### src/hdl/avwn_ram.sv
// Generic single write port, single read port RAM with registered read data.
// Depends on nothing.
module avwn_ram #(
	parameter int WIDTH = 8,
	parameter int DEPTH = 16
) (
	input  logic                     clk,
	input  logic                     we,
	input  logic [$clog2(DEPTH)-1:0] waddr,
	input  logic [WIDTH-1:0]         wdata,
	input  logic                     re,
	input  logic [$clog2(DEPTH)-1:0] raddr,
	output logic [WIDTH-1:0]         rdata
);

	logic [WIDTH-1:0] mem [DEPTH];

	always_ff @(posedge clk) begin
		if (we) begin
			mem[waddr] <= wdata;
		end
		if (re) begin
			rdata <= mem[raddr];
		end
	end

endmodule

### config.mk
export PLATFORM = sky130hd
export DESIGN_NAME = avwn_ram
export DESIGN_NICKNAME = d
export VERILOG_FILES = /design/src/hdl/avwn_ram.sv
export SDC_FILE = /design/constraint.sdc
export NUM_CORES = 1
export LEC_CHECK = 0
export BUFFER_PORTS_ARGS = -buffer_cell sky130_fd_sc_hd__buf_2
export CAP_MARGIN = 0
export CORE_ASPECT_RATIO = 0.6
export CORE_MARGIN = 8
export CORE_UTILIZATION = 40
export CTS_CLUSTER_DIAMETER = 40
export DETAILED_ROUTE_END_ITERATION = 16
export SYNTH_ARGS = -nofsm -noshare
export SYNTH_HDL_FRONTEND = slang
export SYNTH_SLANG_ARGS = --single-unit
### constraint.sdc
create_clock -name clk -period 1.9 [get_ports clk]
set_input_delay 0.095 -clock clk [delete_from_list [all_inputs] [get_ports clk]]
set_output_delay 0.095 -clock clk [all_outputs]
set_load 0.02 [all_outputs]
==> impl_metrics.csv, run 1 <==
group,metric,value,unit
sta,setup_violations,0,
drt,route.detailed.wl_per_inst,22.6,microns
layout,final_cell_area,0.00629,sq mm
synth,syn_nets,248,
synth,yosysWarnings,0,
power_and_ir_drop,switching_power,1.40,mW
clocking,clock-sinks,136,
global_routing,grt_use_total,0.132,
clocking,clock_latency,410,ps
drt,firstDrtPassIters,4,
sta,max_slew_margin,0.711,
power_and_ir_drop,p_int,5.71,mW
power_and_ir_drop,max-vdd-ir-drop,0.628,mV
sta,hold_slack,61.6,ps
clocking,ctsResizeCount,0,
power_and_ir_drop,p_per_area,1130,mW/mm^2
power_and_ir_drop,totalPowerFinal,7.11,mW
clocking,cts.clk_slew.worst_paths,60,ps
synth,ys_types,18,
sta,fin_crit,1460,ps
layout,nFillCells,1058,
power_and_ir_drop,swShare,0.197,
critical_path,startpoint_type,"register",
clocking,htreeDepth,4,
global_routing,grt_max_degree,33,
sta,slew_viol_final,0,
drt,drt_iter0_markers,188,
global_routing,antenna_found_initial,0,
clocking,hold_buffers,0,
layout,areaGrowthSynthToFinish,20.3,%
critical_path,max_stage_delay,500,ps
critical_path,slowest_stage,"mux4_1",
drt,drc,0,
critical_path,worstPathCellList,"mux4_1 > a22oi_1 > nand2_1",
worst_hold_path,holdPathStages,1,
floorplan,die_w,164,microns
sta,finalCritPeriodShare,0.771,
placement,gp_congestion,0.698,
synth,seq_area_frac_synth,0.781,
placement,placed_cell_area,0.00568,sq mm
sta,setup_tns,0,ps
sta,tightest_slew,433,ps
synth,syn_inst,229,
critical_path,worst-r2r-cell-count,3,
synth,ys_ff_latch,136,
drt,final_antenna_net_count,0,
critical_path,path_class,"register to register",
placement,hpwl,7130,microns
sta,max_freq,683,MHz
placement,port_buffers,26,
global_routing,grt_pass1_wl,16300,microns
synth,synth.avg_cell_area,22.8,sq um
clocking,cts-root-buf,"clkbuf_16",
critical_path,arrival,1620,ps
clocking,cts_tree,"built",
power_and_ir_drop,combinationalPowerShare,0.047,
floorplan,die_h,105,microns
critical_path,crit_path_end_kind,"register",
worst_hold_path,hp-class,"input pin to register",
drt,vias,2514,
power_and_ir_drop,p_leak,2.13,nW
global_routing,grt-ovfl-total,0,
floorplan,core_area,0.0128,sq mm
clocking,cts-buffers-inserted,17,
sta,rsz0062_at_grt,"false",
floorplan,start_util,0.408,
drt,viasPerCell,5.37,
critical_path,critPathRequiredTime,2060,ps
layout,diodes,0,
sta,fin_skew,11.5,ps
clocking,ctsLongestPathBuffers,2,
run,timing.max_cap.violations,0,
run_status,outcome,"finished clean",
global_routing,grt_pass1_vias,2631,
layout,drive_above_1_share,0.315,
floorplan,num_rows,32,
layout,final_nets,304,
floorplan,ios,27,
sta,finalHoldViolations,0,
layout,fin_util,0.491,
critical_path,worstPathMaxFanout,1,
power_and_ir_drop,power_frac_seq,0.479,
drt,drt-total-wl,10600,microns
clocking,post_cts_buffers,0,
synth,syn_area,0.00523,sq mm
floorplan,fp.dieArea,0.0171,sq mm
power_and_ir_drop,p_clk_frac,0.475,
## synthesized netlist by cell type
cell | number | area share
buf_4 | 1 | 0.0014
nor2b_1 | 1 | 0.0012
buf_6 | 3 | 0.0065
nor2_1 | 13 | 0.0093
and2_1 | 1 | 0.0012
mux4_2 | 18 | 0.078
nor3_1 | 4 | 0.0038
edfxtp_1 | 136 | 0.78
nand3b_1 | 2 | 0.0029
nand2_1 | 9 | 0.0065
nand3_1 | 1 | 0.00096
and2b_1 | 1 | 0.0014
a22oi_1 | 16 | 0.023
nand2b_1 | 2 | 0.0024
clkdlybuf4s25_2 | 3 | 0.0057
or3b_2 | 1 | 0.0017
buf_2 | 3 | 0.0029
mux4_1 | 14 | 0.070
## cells by family after synthesis
group | Yosys count | synth area share
AND/OR/NAND/NOR | 35 | 0.0314
AO/OA/AOI/OAI | 16 | 0.0230
flip-flops | 136 | 0.781
buffers and inverters | 10 | 0.0165
multiplexers | 32 | 0.148
## worst max-delay path, delay by kind of cell (launching register included)
family	cells	cell delay [ps]
flip-flops	1	370
AO/OA/AOI/OAI	1	260
AND/OR/NAND/NOR	1	90
multiplexers	1	500
## per-layer routing
metal  vias to the layer above  global-route usage  wire [microns]
li1                       1099                   -               -
met1                      1317               0.207            5360
met2                        90               0.168            4350
met3                         8              0.0435             809
met4                         0              0.0407              61
met5                         -                   0               0
## state kept, by name (all words and copies together) (netlist names)
signal,count
mem,128
rdata,8
## per-stage QoR
| stage | setup WS [ps] | cells |
|---|---|---|
| after floorplan | 312 | 229 |
| after global placement | 236 | 436 |
| after detailed placement | 215 | 436 |
| after CTS | 413 | 468 |
| after global routing | 334 | 468 |
| final | 435 | 468 |
## final cells by class
class                   instances  area (sq um)  share of cell area
clock buffers                  19           433              0.0688
clock inverters                13           179              0.0284
multi-input cells              83          1060               0.168
flip-flops and latches        136          4080               0.649
well taps                     170           213              0.0338
repair buffers                 47           325              0.0517
## worst paths after layout
check,startpoint,to,slack (ps)
hold / removal,re,rdata[1]$_DFFE_PP_,60
hold reg to reg,mem[5][2]$_DFFE_PP_,rdata[2]$_DFFE_PP_,740
setup reg to reg,mem[2][1]$_DFFE_PP_,rdata[1]$_DFFE_PP_,440
setup / recovery,mem[2][1]$_DFFE_PP_,rdata[1]$_DFFE_PP_,440
## power groups by stage
stage | combinational [mW] | sequential (mW) | clock [mW]
floorplan | 0.171 | 3.47 | 0
global placement | 0.329 | 3.46 | 0
detailed placement | 0.337 | 3.46 | 0
CTS | 0.337 | 3.40 | 3.43
global route | 0.364 | 3.41 | 3.55
finish | 0.331 | 3.40 | 3.37
## layout by cell type (no fill, tap or decap)
cell type   Yosys  final
nand3b_1        2      2
nand2b_1        2      2
mux4_1         14     14
edfxtp_1      136    136
nor2_1         13     13
buf_2           3     26
clkinvlp_4      0      2
nor3_1          4      4
clkbuf_1        0      2
mux4_2         18     18
clkinv_4        0      3
nand2_1         9      9
a22oi_1        16     16
and2b_1         1      1
nor2b_1         1      1
clkinv_2        0      2
or3b_2          1      1
clkinv_1        0      2
buf_12          0      3
buf_4           1     18
nand3_1         1      1
bufinv_16       0      4
and2_1          1      1
clkbuf_16       0     17
No activity file was read; power rests on OpenSTA's default activity.
==> run 2: changes to the inputs <==
--- a/config.mk
+++ b/config.mk
@@ -5,6 +5,7 @@
 export SDC_FILE = /design/constraint.sdc
 export NUM_CORES = 1
 export LEC_CHECK = 0
+export ABC_AREA = 1
 export BUFFER_PORTS_ARGS = -buffer_cell sky130_fd_sc_hd__buf_2
 export CAP_MARGIN = 0
 export CORE_ASPECT_RATIO = 0.6
==> constraint.sdc (replaced) <==
create_clock -name clk -period 1.3 [get_ports clk]
set_input_delay 0.065 -clock clk [delete_from_list [all_inputs] [get_ports clk]]
set_output_delay 0.065 -clock clk [all_outputs]
set_load 0.02 [all_outputs]
==> run 2 against run 1 <==
  * Final area up 7.5%
  * Sequential power grew 46%
  * Synthesized cell count is 140% higher
  * Clock skew shrank 4.3 ps
  * Total power is 37% higher
  * Setup slack worse by 360 ps
  * Non-clock buffer count rose by 2
  * Critical endpoint unchanged
  * Largest cell class unchanged
==> impl_metrics.csv, run 2 <==
group,metric,value,unit
run,timing.max_cap.violations,0,
sta,max_freq,815,MHz
synth,yosys_most_used_dff,"edfxtp_1",
sta,rsz0062_at_grt,"false",
floorplan,fp.dieArea,0.0189,sq mm
layout,diodes,0,
clocking,ctsResizeCount,0,
sta,finalCritPeriodShare,0.944,
clocking,cts-buffers-inserted,17,
layout,final_nets,614,
clocking,clock_latency,410,ps
clocking,htreeDepth,4,
worst_hold_path,min_from,"re",
critical_path,timing.rr.start,"mem[15][1]$_DFFE_PP_",
drt,final_antenna_net_count,0,
critical_path,path_class,"register to register",
sta,setup_violations,0,
synth,yosys.area.top_type_share,0.698,
clocking,cts-root-buf,"clkbuf_16",
layout,final_cell_mix,"173 x nand2_1, 136 x edfxtp_1, 100 x inv_1",
synth,synth.avg_cell_area,10.6,sq um
layout,regMostFlops,"mem",
power_and_ir_drop,p_leak,2.90,nW
drt,dr_wl_met3,1440,microns
synth,synth_common_cells,"173 x nand2_1, 136 x edfxtp_1, 100 x inv_1, 97 x nand3_1, 17 x nor2_1",
drt,route.detailed.wl_per_inst,18.1,microns
floorplan,die_w,172,microns
floorplan,start_util,0.407,
synth,synthTopCellsByArea,"edfxtp_1 70%, nand2_1 11%, nand3_1 8.3%, inv_1 6.4%, buf_6 1.2%",
critical_path,reg2reg_setup_slack,70,ps
power_and_ir_drop,p_per_area,1440,mW/mm^2
power_and_ir_drop,p_clk_frac,0.421,
global_routing,grt-ovfl-total,0,
floorplan,ios,27,
synth,yosysWarnings,0,
worst_hold_path,holdPathStages,1,
drt,top_layer,"met4",
clocking,clock-sinks,136,
drt,m1WireLength,7130,microns
critical_path,startpoint_type,"register",
clocking,cts_tree,"built",
drt,drc,0,
clocking,cts.clk_slew.worst_paths,60,ps
critical_path,r2r-end,"rdata[1]$_DFFE_PP_",
synth,syn_nets,570,
clocking,post_cts_buffers,0,
layout,nFillCells,1395,
global_routing,antenna_found_initial,0,
placement,gp_congestion,0.862,
sta,fin_crit,1230,ps
floorplan,num_rows,34,
power_and_ir_drop,power_frac_seq,0.511,
layout,final_cell_area,0.00676,sq mm
layout,fin_cells,805,
drt,drt_iter0_markers,411,
sta,fin_skew,7.15,ps
critical_path,worstPathMaxFanout,1,
floorplan,core_area,0.0144,sq mm
sta,slew_viol_final,0,
clocking,hold_buffers,0,
power_and_ir_drop,max-vdd-ir-drop,0.810,mV
synth,syn_area,0.00585,sq mm
drt,firstDrtPassIters,6,
worst_hold_path,hp-class,"input pin to register",
drt,drt-total-wl,14600,microns
power_and_ir_drop,switching_power,2.23,mW
placement,dp.cells,774,
synth,synth.most_common_cell,"nand2_1",
layout,drive_above_1_share,0.125,
floorplan,die_h,110,microns
layout,final_common_cell,"nand2_1",
layout,largest_reg_flops,128,
critical_path,worst-r2r-cell-count,6,
synth,syn_inst,551,
synth,seq_area_frac_synth,0.698,
drt,viasPerCell,4.95,
placement,hpwl,9460,microns
drt,vias,3988,
sta,tightest_slew,605,ps
synth,ys_ff_latch,136,
placement,port_buffers,26,
global_routing,grt_pass1_wl,22200,microns
sta,hold_slack,40.8,ps
synth,yosys.area.top_type,"edfxtp_1",
synth,synth_edf_count,136,
drt,wl_met2,5890,microns
synth,postSynth.asyncResetShare,0,
global_routing,grt_use_total,0.163,
power_and_ir_drop,combinationalPowerShare,0.068,
clocking,ctsLongestPathBuffers,2,
synth,ys_types,11,
critical_path,crit_path_end_kind,"register",
critical_path,arrival,1370,ps
layout,areaGrowthSynthToFinish,15.7,%
sta,finalHoldViolations,0,
power_and_ir_drop,p_int,7.50,mW
worst_hold_path,whs_endpoint,"rdata[5]$_DFFE_PP_",
power_and_ir_drop,swShare,0.229,
critical_path,critPathRequiredTime,1440,ps
run_status,outcome,"finished clean",
layout,largest_registers,"mem: 128 flops, rdata: 8 flops",
global_routing,grt_max_degree,50,
sta,max_slew_margin,0.596,
global_routing,grt_pass1_vias,3730,
placement,placed_cell_area,0.00627,sq mm
[run 2: cell count changes in the layout (fill, tap and decap cells not counted), sizes merged, moves of 4 or more]
cell / delta
nand3: +96
a22oi: -16
nand2: +164
mux4: -32
nor2: +4
nor3: -4
bufinv: -4
inv: +102
[run 2: how the worst max path moves through the flow]
| stage | start | to | depth (start not counted) |
|---|---|---|---|
| 4_1_cts | mem[7][6]$_DFFE_PP_ | rdata[6]$_DFFE_PP_ | 6 |
| 5_1_grt | mem[7][6]$_DFFE_PP_ | rdata[6]$_DFFE_PP_ | 6 |
| 3_5_place_dp | raddr[0] | rdata[6]$_DFFE_PP_ | 7 |
| 6_report | mem[15][1]$_DFFE_PP_ | rdata[1]$_DFFE_PP_ | 6 |
| 3_3_place_gp | raddr[0] | rdata[6]$_DFFE_PP_ | 7 |
| 2_1_floorplan | waddr[2] | mem[10][0]$_DFFE_PP_ | 2 |
[run 2: logic make-up after synthesis]
| logic type | after synthesis | share of synthesized area |
|---|---|---|
| AND/OR/NAND/NOR | 289 | 0.208 |
| flip-flops | 136 | 0.698 |
| buffers and inverters | 126 | 0.0939 |
[run 2: metrics by stage]
step	util	setup TNS (ps)	worst slack [ps]	power (mW)
3_5_place_dp	0.436	-34.1	-15.7	5.71
5_1_grt	0.470	0	11.6	10.0
3_3_place_gp	0.436	-22.1	-22.1	5.70
4_1_cts	0.470	0	102	9.78
6_report	0.470	0	73.2	9.73
2_1_floorplan	-	0	284	5.43
[run 2: final cells by class]
cell class / instances / area (sq um) / area share
Timing Repair Buffer: 49 / 340 / 0.0503
Multi-Input combinational cell: 289 / 1210 / 0.179
Sequential cell: 136 / 4080 / 0.604
Clock inverter: 12 / 62.6 / 0.00925
Inverter: 102 / 383 / 0.0566
Tap cell: 198 / 248 / 0.0366
Clock buffer: 19 / 433 / 0.0640
[run 2: power by group through the flow]
stage / Combinational, mW / Clock [mW] / Sequential (mW)
4_1_cts: 0.655 / 4.15 / 4.97
3_5_place_dp: 0.652 / 0 / 5.06
5_1_grt: 0.722 / 4.34 / 4.98
2_1_floorplan: 0.346 / 0 / 5.08
3_3_place_gp: 0.640 / 0 / 5.06
6_report: 0.657 / 4.10 / 4.97
[run 2: routing by layer]
layer | track usage | up-vias
met5 | 0 | -
met4 | 0.0404 | 0
met3 | 0.0484 | 13
met2 | 0.223 | 195
met1 | 0.246 | 1908
li1 | - | 1872
[run 2: worst max-delay path, cell delays in order (launching register included)]
cell	delay [ps]
edfxtp_1	360
inv_1	60
nand2_1	40
nand3_1	150
nand3_1	140
nand3_1	100
nand2_1	100
==> run 3: changes to the inputs <==
--- a/config.mk
+++ b/config.mk
@@ -9,7 +9,7 @@
 export BUFFER_PORTS_ARGS = -buffer_cell sky130_fd_sc_hd__buf_2
 export CAP_MARGIN = 0
 export CORE_ASPECT_RATIO = 0.6
-export CORE_MARGIN = 8
+export CORE_MARGIN = 2
 export CORE_UTILIZATION = 40
 export CTS_CLUSTER_DIAMETER = 40
 export DETAILED_ROUTE_END_ITERATION = 16
==> run 3 against run 2 <==
  * Via count decreased by 1.2%
  * Routed wire length down 3.3%
  * Highest routed layer unchanged
  * Sequential cell count stayed put
  * Critical path depth did not move
  * Combinational power rose by 0.6%
  * Total power is 11% higher
  * Die area fell by 17%
==> impl_metrics.csv, run 3 (synthesized netlist as in run 2, its figures left out) <==
group,metric,value,unit
run_status,outcome,"finished clean",
layout,largest_reg_flops,128,
drt,top_layer,"met4",
clocking,cts-root-buf,"clkbuf_16",
drt,drc,0,
layout,drive_above_1_share,0.137,
worst_hold_path,hp-class,"input pin to register",
sta,finalWorstSetupSlack,125,ps
layout,final_cell_area,0.00696,sq mm
clocking,cts-buffers-inserted,17,
sta,fin_skew,7.03,ps
sta,max_freq,851,MHz
floorplan,die_h,97.7,microns
layout,regMostFlops,"mem",
drt,final_antenna_net_count,0,
drt,route.detailed.wl_per_inst,17.4,microns
global_routing,grt-ovfl-total,0,
clocking,htreeDepth,4,
floorplan,core_area,0.0144,sq mm
critical_path,cp_common_cell,"nand3_1",
clocking,cts.clk_slew.worst_paths,60,ps
clocking,ctsLongestPathBuffers,2,
clocking,hold_buffers,0,
placement,hpwl,9250,microns
global_routing,antenna_found_initial,0,
drt,drt-total-wl,14100,microns
sta,finalHoldViolations,0,
global_routing,grt_use_total,0.189,
clocking,ctsResizeCount,0,
critical_path,crit_path_end_kind,"register",
critical_path,reg2reg_setup_slack,120,ps
layout,nFillCells,1378,
floorplan,start_util,0.407,
drt,vias,3940,
clocking,clock-sinks,136,
floorplan,num_rows,34,
layout,diodes,0,
sta,rsz0062_at_grt,"false",
layout,final_cell_mix,"173 x nand2_1, 136 x edfxtp_1, 100 x inv_1",
floorplan,fp.dieArea,0.0156,sq mm
critical_path,max_stage_delay,350,ps
layout,fin_util,0.484,
critical_path,path_buf_inv,1,
sta,finalCritPeriodShare,0.904,
run,timing.max_cap.violations,0,
sta,max_slew_margin,0.621,
sta,slew_viol_final,0,
power_and_ir_drop,p_per_area,1550,mW/mm^2
critical_path,path_class,"register to register",
drt,drt_iter0_markers,430,
sta,setup_tns,0,ps
drt,viasPerCell,4.86,
sta,setup_violations,0,
placement,port_buffers,26,
floorplan,ios,27,
critical_path,slowest_stage,"edfxtp_1",
clocking,cts_tree,"built",
layout,areaGrowthSynthToFinish,19.0,%
critical_path,arrival,1350,ps
global_routing,grt_pass1_vias,3595,
placement,dp.cells,778,
clocking,post_cts_buffers,0,
sta,fin_crit,1180,ps
sta,hold_slack,10.1,ps
floorplan,die_w,160,microns
critical_path,cp_top_family,"simple AND/OR/NAND/NOR gates",
global_routing,grt_pass1_wl,21300,microns
drt,firstDrtPassIters,5,
drt,m1WireLength,6930,microns
layout,largest_registers,"mem: 128 flops, rdata: 8 flops",
power_and_ir_drop,p_leak,3.00,nW
critical_path,worstPathCellList,"inv_1 > nand2_1 > nand3_1 > nand3_1 > nand3_1 > nand2_1",
power_and_ir_drop,totalPowerFinal,10.8,mW
placement,dp_slack,-0.242,ps
drt,dr_wl_met3,1010,microns
clocking,clock_latency,420,ps
drt,wl_met2,5930,microns
layout,final_nets,618,
layout,final_common_cell,"nand2_1",
placement,gp_congestion,0.875,
layout,fin_cells,810,
critical_path,critPathRequiredTime,1470,ps
power_and_ir_drop,max-vdd-ir-drop,0.898,mV
global_routing,grt_max_degree,46,
critical_path,worstPathMaxFanout,1,
critical_path,startpoint_type,"register",
sta,tightest_slew,567,ps
placement,placed_cell_area,0.00632,sq mm
-- run 3: cell count changes in the layout (fill, tap and decap cells not counted) --
| cell | delta |
|---|---|
| clkbuf_1 | -1 |
| bufinv_16 | +5 |
| buf_4 | +2 |
| clkinvlp_4 | -1 |
| clkinv_4 | +2 |
| clkinv_2 | -2 |
| buf_12 | +2 |
| clkinv_1 | -2 |
-- run 3: worst paths after layout --
check                       startpoint            endpoint  cells past startpoint
setup reg to reg  mem[15][0]$_DFFE_PP_  rdata[0]$_DFFE_PP_                      6
hold reg to reg   mem[10][6]$_DFFE_PP_  rdata[6]$_DFFE_PP_                      6
hold / removal                      re  rdata[2]$_DFFE_PP_                      1
setup / recovery  mem[15][0]$_DFFE_PP_  rdata[0]$_DFFE_PP_                      6
-- run 3: cell type report --
class / instances / area (sq um) / area share
Clock buffer: 18 / 429 / 0.0617
Tap cell: 198 / 248 / 0.0356
Timing Repair Buffer: 53 / 395 / 0.0568
Inverter: 102 / 383 / 0.0550
Clock inverter: 14 / 205 / 0.0295
Multi-Input combinational cell: 289 / 1210 / 0.174
Sequential cell: 136 / 4080 / 0.587
-- run 3: worst register-to-register path, cell delays in order (launching register included) --
cell	delay (ps)
edfxtp_1	350
inv_1	60
nand2_1	40
nand3_1	110
nand3_1	170
nand3_1	150
nand2_1	60
-- run 3: where the power goes --
group | leakage, nW | switching [mW] | total (mW) | internal, mW
combinational | 1.46 | 0.463 | 0.661 | 0.198
clock | 0.305 | 1.80 | 5.18 | 3.38
sequential | 1.24 | 0.0276 | 4.97 | 4.94
total | 3.00 | 2.29 | 10.8 | 8.52
-- run 3: routing by layer --
metal  track usage  vias up
met4        0.0672        0
met3        0.0405       16
met2         0.262      159
met1         0.292     1891
met5             0        -
li1              -     1874
